## src/hdl/two_way_writeback_cache_unit_defines.svh

```systemverilog
// assertion macros for the two-way write-back cache unit
// used by the modules that carry concurrent checks; no other dependencies
`ifndef TWO_WAY_WRITEBACK_CACHE_UNIT_DEFINES_SVH
`define TWO_WAY_WRITEBACK_CACHE_UNIT_DEFINES_SVH
`ifndef NO_ASSERTIONS
// check a property on the rising clock, ignored while reset is high
`define TWWBC_ASSERT(name, clk, rst, prop) \
   name: assert property (@(posedge clk) disable iff (rst) prop) \
      else $error("cache check failed");
// check a property on the rising clock, also during reset
`define TWWBC_ASSERT_ALWAYS(name, clk, prop) \
   name: assert property (@(posedge clk) prop) \
      else $error("cache check failed");
`else
`define TWWBC_ASSERT(name, clk, rst, prop)
`define TWWBC_ASSERT_ALWAYS(name, clk, prop)
`endif
`endif

```

## src/hdl/twwbc_pkg.sv

```systemverilog
// shared types and constants of the two-way write-back cache unit
// no dependencies; imported by the controller, the datapath and the top level
package twwbc_pkg;

   // fixed field widths and default geometry
   localparam int ADDR_W           = 24;
   localparam int DEF_SETS         = 64;
   localparam int DEF_LINE_BYTES   = 32;

   // request operations
   localparam logic [1:0] OP_READ  = 2'd0;
   localparam logic [1:0] OP_WRITE = 2'd1;
   localparam logic [1:0] OP_FILL  = 2'd2;
   localparam logic [1:0] OP_RSVD  = 2'd3;

   // response kinds
   localparam logic [1:0] KIND_READ  = 2'd0;
   localparam logic [1:0] KIND_WRITE = 2'd1;
   localparam logic [1:0] KIND_WB    = 2'd2;
   localparam logic [1:0] KIND_FREQ  = 2'd3;

   typedef struct packed {
      logic [1:0]        operation;
      logic [ADDR_W-1:0] address;
      logic [2:0]        access_size;
      logic [31:0]       write_data;
      logic [31:0]       fill_word;
   } req_type;

   typedef struct packed {
      logic [1:0]        kind;
      logic [31:0]       read_data;
      logic              hit;
      logic [ADDR_W-1:0] mem_address;
      logic [31:0]       mem_data;
      logic              last;
   } rsp_type;

   // commands from controller to datapath
   typedef enum logic [3:0] {
      CMD_NONE,
      CMD_CAPTURE,
      CMD_FILL,
      CMD_FILL_LAST,
      CMD_LOOKUP,
      CMD_WB_READ,
      CMD_WB_EMIT,
      CMD_FILL_REQ,
      CMD_ACC_RD0,
      CMD_ACC_RD1,
      CMD_ACC_MOD,
      CMD_ACC_WR1,
      CMD_RESP
   } cmd_op_type;

   typedef struct packed {
      cmd_op_type op;
   } cmd_type;

   // status from datapath to controller
   typedef struct packed {
      logic is_access;
      logic is_fill;
      logic pend_valid;
      logic fill_last;
      logic hit;
      logic victim_dirty;
      logic wb_last;
      logic is_write;
      logic out_free;
   } sts_type;

endpackage

```

## src/hdl/twwbc_ctrl.sv

```systemverilog
// controller state machine of the two-way write-back cache unit
// depends on twwbc_pkg for command and status types
module twwbc_ctrl import twwbc_pkg::*; (
   input  logic    clock,
   input  logic    reset,
   input  logic    req_valid,
   output logic    req_stall,
   input  sts_type sts,
   output cmd_type cmd
);

   typedef enum logic [3:0] {
      S_IDLE, S_LOOKUP, S_WB_RD, S_WB_EMIT, S_FILL_REQ,
      S_ACC_RD0, S_ACC_RD1, S_ACC_MOD, S_ACC_WR1, S_ACC_RESP
   } state_type;

   state_type state_ff, state_in;

   // requests are taken only while idle
   assign req_stall = (state_ff != S_IDLE);

   // next state and command
   always_comb begin
      state_in = state_ff;
      cmd.op   = CMD_NONE;
      unique case (state_ff)
         S_IDLE: begin
            if (req_valid) begin
               if (sts.is_fill && sts.pend_valid) begin
                  if (sts.fill_last) begin
                     cmd.op   = CMD_FILL_LAST;
                     state_in = S_ACC_RD0;
                  end else begin
                     cmd.op = CMD_FILL;
                  end
               end else if (sts.is_access && !sts.pend_valid) begin
                  cmd.op   = CMD_CAPTURE;
                  state_in = S_LOOKUP;
               end
            end
         end
         S_LOOKUP: begin
            cmd.op = CMD_LOOKUP;
            if (sts.hit) state_in = S_ACC_RD0;
            else if (sts.victim_dirty) state_in = S_WB_RD;
            else state_in = S_FILL_REQ;
         end
         S_WB_RD: begin
            cmd.op   = CMD_WB_READ;
            state_in = S_WB_EMIT;
         end
         S_WB_EMIT: begin
            if (sts.out_free) begin
               cmd.op   = CMD_WB_EMIT;
               state_in = sts.wb_last ? S_FILL_REQ : S_WB_RD;
            end else begin
               // keep the writeback word on the read port while waiting
               cmd.op = CMD_WB_READ;
            end
         end
         S_FILL_REQ: begin
            if (sts.out_free) begin
               cmd.op   = CMD_FILL_REQ;
               state_in = S_IDLE;
            end
         end
         S_ACC_RD0: begin
            cmd.op   = CMD_ACC_RD0;
            state_in = S_ACC_RD1;
         end
         S_ACC_RD1: begin
            cmd.op   = CMD_ACC_RD1;
            state_in = S_ACC_MOD;
         end
         S_ACC_MOD: begin
            cmd.op   = CMD_ACC_MOD;
            state_in = sts.is_write ? S_ACC_WR1 : S_ACC_RESP;
         end
         S_ACC_WR1: begin
            cmd.op   = CMD_ACC_WR1;
            state_in = S_ACC_RESP;
         end
         S_ACC_RESP: begin
            if (sts.out_free) begin
               cmd.op   = CMD_RESP;
               state_in = S_IDLE;
            end
         end
         default: state_in = S_IDLE;
      endcase
   end

   // state register
   always_ff @(posedge clock) begin
      if (reset) begin
         state_ff <= S_IDLE;
      end else begin
         state_ff <= state_in;
      end
   end

endmodule

```

## config.mk

```make
export PLATFORM = sky130hd
export DESIGN_NAME = twwbc_ctrl
export DESIGN_NICKNAME = d
export VERILOG_FILES = /design/src/hdl/two_way_writeback_cache_unit_defines.svh /design/src/hdl/twwbc_pkg.sv /design/src/hdl/twwbc_ctrl.sv
export SDC_FILE = /design/constraint.sdc
export NUM_CORES = 1
export LEC_CHECK = 0
export BUFFER_PORTS_ARGS = -buffer_cell sky130_fd_sc_hd__buf_4
export CORE_AREA = 3 3 40 42
export CTS_CLUSTER_DIAMETER = 150
export DETAILED_ROUTE_END_ITERATION = 7
export DIE_AREA = 0 0 43 45
export PLACE_DENSITY = 0.79
export SETUP_SLACK_MARGIN = 0.4
export SYNTH_ARGS = -nofsm -noshare
export SYNTH_HDL_FRONTEND = slang
export SYNTH_SLANG_ARGS = --single-unit
```

## constraint.sdc

```tcl
create_clock -name clock -period 1.3 [get_ports clock]
set_input_delay 0.13 -clock clock [delete_from_list [all_inputs] [get_ports clock]]
set_output_delay 0.13 -clock clock [all_outputs]
set_load 0.01 [all_outputs]
```

* After elaboration in Yosys (flattened, before gate mapping) *
Index checks and enable logic that the tools add are counted.

cells by class
  reduce and logical (&&, ||, !) cells = 7
  mux-type cells = 19
  eq/ne operators = 14

operators with widths
  cell                                                 number
  one-hot mux 4 bit (10 select lines)                  1
  two-way mux 4 bit                                    9
  one-hot mux 4 bit (9 select lines)                   1
  equality test 4 x 3 -> 1 bit, second input constant  4
  two-way mux 3 bit                                    4
  equality test 4 x 2 -> 1 bit, second input constant  2
  equality test 4 bit, second input constant           2
  != test 3 bit, second input constant                 2
  AND reduction 5 bit                                  1
  equality test 4 x 1 -> 1 bit, second input constant  1
  zero test 4 bit                                      1
  != test 2 bit, second input constant                 2
  nonzero test 4 bit                                   1
  two-way mux 1 bit                                    3
  logical AND 1 bit                                    2
  two-way mux 2 bit                                    1
  != test 2 x 1 -> 1 bit, second input constant        1
  OR reduction 2 bit                                   1
  zero test 1 bit                                      1

storage, ports and cells
  word-level logic and storage cells = 41
  register bits = 4
  input port bits = 12
  output and inout bits = 5

* Longest topological paths before layout *
Gate-level depths: netlist of run 1.

  word-level depth = 6
  mapped depth = 6
  mapped depth without buffers = 4

* Least setup slack after synthesis of run 1 *
Ideal clock, no wire load.

  path kind = flip-flop to flip-flop
  start = reg state_ff[2]
  end = reg state_ff[0]
  arrival time = 1418 ps
  clock period less this slack = 1507 ps
  setup time = 88 ps
  cell stages (with the launch flop) = 6
  path slack = -207 ps
  cell sequence = dfxtp_1 buf_6 or4_4 and3b_2 nor3_2 a311oi_2

on the way
  longest elaborated chain between the ends = 4
  elaborated cells between the ends (all ways) = 18
  classes of those cells = eq/ne: 14; mux: 1; reduce/logical: 3

ends and longest elaborated chain
  item                                                                        line              text
  from (decl)                                                                 twwbc_ctrl.sv:17  state_type state_ff, state_in;
  from (signal assigned)                                                      twwbc_ctrl.sv:98  state_ff <= state_in;
  equality test 4 bit / equality test 4 x 3 -> 1 bit (equally long branches)  twwbc_ctrl.sv:26  unique case (state_ff)
  OR reduction 2 bit (no source line)                                         n/a
  != test 2 x 1 -> 1 bit (no source line)                                     n/a
  AND reduction 5 bit (no source line)                                        n/a

Parallel ways exist; a longest one is shown, timed or not.
A chain may end at the register's enable or synchronous reset.

* Final worst setup path of run 1 *
  start = reg state_ff[0]
  end = reg state_ff[0]

The elaborated chain is that of the path after synthesis.

==> results of run 1 <==
[critical path, cell delays in order (launching register included)]
cell,delay (ps)
dfxtp_4,350
buf_12,130
or4_4,420
and3b_2,300
nor3_4,50
a311oi_2,200
[power by group]
part           internal [W]  switching, W
sequential         0.000173     0.0000401
combinational      0.000921      0.000775
clock              0.000104     0.0000641
[what timing repair did]
item,4_1_cts,5_1_grt
resized for setup,19,11
hold buffers,0,0
setup buffers,3,0
gates cloned,1,0
endpoints found under the hold margin,0,0
pin swaps,8,8
endpoints found under the setup margin,9,9
[area by class of cell]
| cell class | instances | area (um2) |
|---|---|---|
| clock buffers | 3 | 22.52 |
| fillers | 90 | 306.5 |
| inverters | 3 | 13.76 |
| multi-input cells | 62 | 511.7 |
| flip-flops and latches | 4 | 85.08 |
| well taps | 15 | 18.77 |
| repair buffers | 36 | 326.6 |
[routing by layer]
layer | routed length (um) | vias up | GRT usage (%)
li1 | - | 356 | -
met1 | 820 | 353 | 25.00
met2 | 977 | 31 | 38.92
met3 | 103 | 8 | 1.992
met4 | 97 | 0 | 15.06
met5 | 0 | - | 0
[logic make-up (layout without fill, tap and decap cells)]
kind of cell	Yosys count	after routing	share of synthesized area, %
AND/OR/NAND/NOR	38	38	45.65
AO/OA/AOI/OAI	24	24	30.59
buffers and inverters	10	42	8.705
flip-flops	4	4	15.06
[metrics by stage]
stage | std cells | power, W
floorplan | 76 | 0.001052
finish | 123 | 0.002078
detailed placement | 116 | 0.001511
global placement | 116 | 0.001474
CTS | 123 | 0.001908
global route | 123 | 0.002198
[synth_stat cells (2+ instances only)]
master,n,share of area (%)
nor2b_1,4,4.7
clkbuf_1,5,3.5
or3b_1,2,3.3
o22ai_1,2,2.4
nor3b_1,2,2.8
a21oi_1,2,1.9
nand2b_1,2,2.4
or3_1,2,2.4
o21ai_0,6,5.6
dfxtp_1,4,15
inv_1,3,2.1
nand2_1,4,2.8
nor2_1,9,6.4
a31oi_1,5,5.9
[path summary, 6_finish.rpt]
| path | from | endpoint | slack, ps |
|---|---|---|---|
| setup / recovery | state_ff[0] | state_ff[0] | -260 |
| hold / removal | reset | state_ff[0] | 80 |
| setup reg to reg | state_ff[0] | state_ff[0] | -260 |
| hold reg to reg | state_ff[2] | state_ff[3] | 760 |
==> impl_results.md, run 1 <==
- Status: complete, but fails checks
- Violated checks: setup timing
- Design area: 978.4 um2
- Register bank with the most flops: state_ff
- I/O pins: 17
- Placer Congestion: 0.8641
- Fin Setup TNS: -1633 ps
- CP Capture Type: register
- Buffers on Ports: 16
- Critical path type: register to register
- Die span in x: 43 um
- GRT Residual Overflow: 0
- Synth Cell Area: 531.8 um2
- Max clock buf depth: 2
- CP Max Fanout: 7
- Initial antenna violation count: 0
- Die Area: 0.001935 mm2
- Root Buffer: clkbuf_4
- Clock Sinks: 4
- Commonest non-fill, non-tap cell in the layout: buf_4
- #FFs+latches synth: 4
- DR iter-0 viols: 9
- CTS tree: done
- Hold slack: 75.65 ps
- Worst-skew pair later-pin latency: 240 ps
- Max Clk Rate: 640.8 MHz
- WP data arrival: 1700 ps
- Area grow syn2layout: 84.00%
- Largest regs: state_ff x4
- DR WL/cell: 16.25 um
- Post-synthesis cell count: 76
- First-pass GRT wire length: 3.174 mm
- Vias in the first global route: 741
- Vias per cell: 6.081
- Final hold viol count: 0
- FF-to-FF path depth: 5
- MaxCap Viol Count: 0
- Final Max Tran Viols: 0
- Via count: 748
- Slew @ Worst Pin: 261.7 ps
- Share of layout cells above drive strength 1: 61.11%
- Syn Area/Cell: 6.997 um2
- Final nets: 122
- Slack of the critical path: -260.6 ps
- N_diodes: 0
- Largest net degree at the start of global routing: 18
- Register area share after synthesis: 15.06%
- Number of flops mapped to enable cells by yosys: 0
- Setup Skew: 3.758 ps
- Final critical-path share of the clock period: 120.0%
- Synth cell types: 38
- P_leak: 0.3925 nW
- Cell Pwr Density: 2124 mW/mm2
- # setup viols final: 9
- Critical Path RT: 1440 ps
- DRC viols: 0
- Peak supply drop: 0.001377 V
- Clk slew on worst S/H paths: 50 ps
- Crit path launch type: register
- Top FF cell, synth: dfxtp_1
- Worst min path class: input port to register
- Hold Path Stages: 2
- Slew headroom: 82.32%
- CORE AREA: 0.001285 mm2
- H-Tree Depth: 1
- DRT Pass-1 Iters: 4
- Area post-placement: 805.8 um2
- Commonest non-fill, non-tap cells in the layout: buf_4, buf_6, nor2_1
- Final ANT Viol Nets: 0
- Tmin final: 1561 ps
- Asr flop ratio synth: 0%
- # rows: 13
- Initial Util: 41.38%
- RSZ-0062 raised after global routing: yes
- Gr usage total: 21.96%
- Ys Warns: 0
- Fin util: 76.14%
- Total CTS buffers: 3
- Final WL: 1.999 mm
- Synth Net Count: 88
- Setup slack after placement: -125.8 ps
- Die span in y: 45 um
- Hpwl dp: 1.308 mm
- Flip-flop count of the largest register after layout: 4
No activity file was read; power rests on OpenSTA's default activity.
==> run 2: changes to the inputs <==
==> constraint.sdc (replaced) <==
create_clock -name clock -period 1.3 [get_ports clock]
set_input_delay 0.39 -clock clock [delete_from_list [all_inputs] [get_ports clock]]
set_output_delay 0.39 -clock clock [all_outputs]
set_load 0.01 [all_outputs]
==> run 2 against run 1 <==
Net effect: the run still ends with setup timing left; total power is 9.1% lower; worst hold slack better by 250 ps; sequential share of layout area rose by 1.1 points; worst setup slack worse by 120 ps; critical path depth decreased by 3; wire length is 5.9% lower; clock-buffer cell count is the same; clock power decreased by 4%; global-route usage is 0.55 points lower; critical endpoint is now req_stall; highest routed layer unchanged.
==> impl_results.md, run 2 (same netlist as run 1, synthesis figures left out) <==
- Status: complete, but fails checks
- Violated checks: setup timing
- Gr usage total: 21.42%
- Flip-flop count of the largest register after layout: 4
- Commonest non-fill, non-tap cells in the layout: buf_4, buf_6, nor2_1
- CORE AREA: 0.001285 mm2
- Clock Sinks: 4
- Area post-placement: 805.8 um2
- Critical path type: register to primary output
- Setup Skew: 3.997 ps
- Crit path launch type: register
- # hold bufs at CTS: 0
- Register bank with the most flops: state_ff
- DR WL/cell: 15.43 um
- Root Buffer: clkbuf_4
- N_diodes: 0
- CP Capture Type: primary output
- Tmin final: 1682 ps
- Area grow syn2layout: 81.88%
- Share of layout cells above drive strength 1: 61.68%
- # rows: 13
- Final ANT Viol Nets: 0
- Cell Pwr Density: 1953 mW/mm2
- Critical Path RT: 910 ps
- Worst-skew pair later-pin latency: 250 ps
- GRT Residual Overflow: 0
- Largest regs: state_ff x4
- Hpwl dp: 1.229 mm
- Final hold viol count: 0
- Fin util: 75.27%
- Fill count: 88
- I/O pins: 17
- First-pass GRT wire length: 3.077 mm
- Commonest non-fill, non-tap cell in the layout: buf_4
- Final Max Tran Viols: 0
- P_leak: 0.3886 nW
- Register area: 95.09 um2
- Initial Util: 41.38%
- CTS tree: done
- Buffers on Ports: 16
- H-Tree Depth: 1
- Peak supply drop: 0.0007588 V
- Via count: 727
- Slew @ Worst Pin: 460.4 ps
- Max clock buf depth: 2
- Clk slew on worst S/H paths: 40 ps
- Die span in y: 45 um
- DRC viols: 0
- DR iter-0 viols: 16
- MaxCap Viol Count: 0
- Placer Congestion: 0.8298
- Total CTS buffers: 3
- Final critical-path share of the clock period: 129.4%
- # setup viols final: 9
- Die span in x: 43 um
- Design area: 967.2 um2
- Die Area: 0.001935 mm2
- DRT Pass-1 Iters: 4
- Worst min path class: input port to register
- Vias per cell: 5.959
- Vias in the first global route: 714
- Total power: 0.001889 W
- Slew headroom: 68.89%
- Final WL: 1.882 mm
- Initial antenna violation count: 0
- Largest net degree at the start of global routing: 15
- WP data arrival: 1290 ps
- Area of the multi-input gates: 514.2 um2
- Slack of the critical path: -382.3 ps
- Final nets: 121
- Max Clk Rate: 594.4 MHz
- CP Max Fanout: 6
- RSZ-0062 raised after global routing: yes
run 2: worst paths after layout:
path                                   from     endpoint  slack, ps  cells after the start
worst max-delay path            state_ff[1]    req_stall       -380                      2
worst min register to register  state_ff[1]  state_ff[3]        720                      3
worst max register to register  state_ff[1]  state_ff[0]       -380                      5
worst min-delay path                  reset  state_ff[0]        330                      2
run 2: what timing repair did:
action,CTS,global route
endpoints found under the setup margin,9,9
gates resized for setup,21,11
pin swaps,2,3
buffers inserted,2,1
run 2: final cells by class:
type	count	share of cell area [%]
Timing Repair Buffer	35	31.57
Inverter	3	1.164
Sequential cell	4	9.832
Multi-Input combinational cell	62	53.17
Clock buffer	3	2.329
Tap cell	15	1.940
run 2: worst max-delay path, cell delays in order (launching register included):
cell and delay (ps):
dfxtp_4 350, or4_4 550, buf_6 140
run 2: report_power, final:
part | switching [W] | internal (W) | leakage (nW)
Clock | 0.0000581 | 0.000104 | 0.0138
Combinational | 0.000653 | 0.000782 | 0.339
Sequential | 0.000106 | 0.000185 | 0.0356
Total | 0.000818 | 0.00107 | 0.389
run 2: per-stage QoR:
stage / std cells / TNS [ps] / setup slack (ps) / hold slack, ps
finish: 122 / -2715 / -382.3 / 329.1
CTS: 121 / -2571 / -376.4 / 316.6
global route: 122 / -3149 / -417.4 / 333.5
detailed placement: 116 / -2004 / -327.0 / 587.1
floorplan: 76 / -1198 / -206.6 / 457.9
global placement: 116 / -1920 / -285.6 / 584.1
run 2: routing by layer:
metal / global-route usage [%] / vias up / wire [um]
li1: - / 350 / -
met1: 23.43 / 336 / 698
met2: 40.72 / 33 / 1024
met3: 2.789 / 8 / 89
met4: 10.24 / 0 / 70
met5: 0 / - / 0
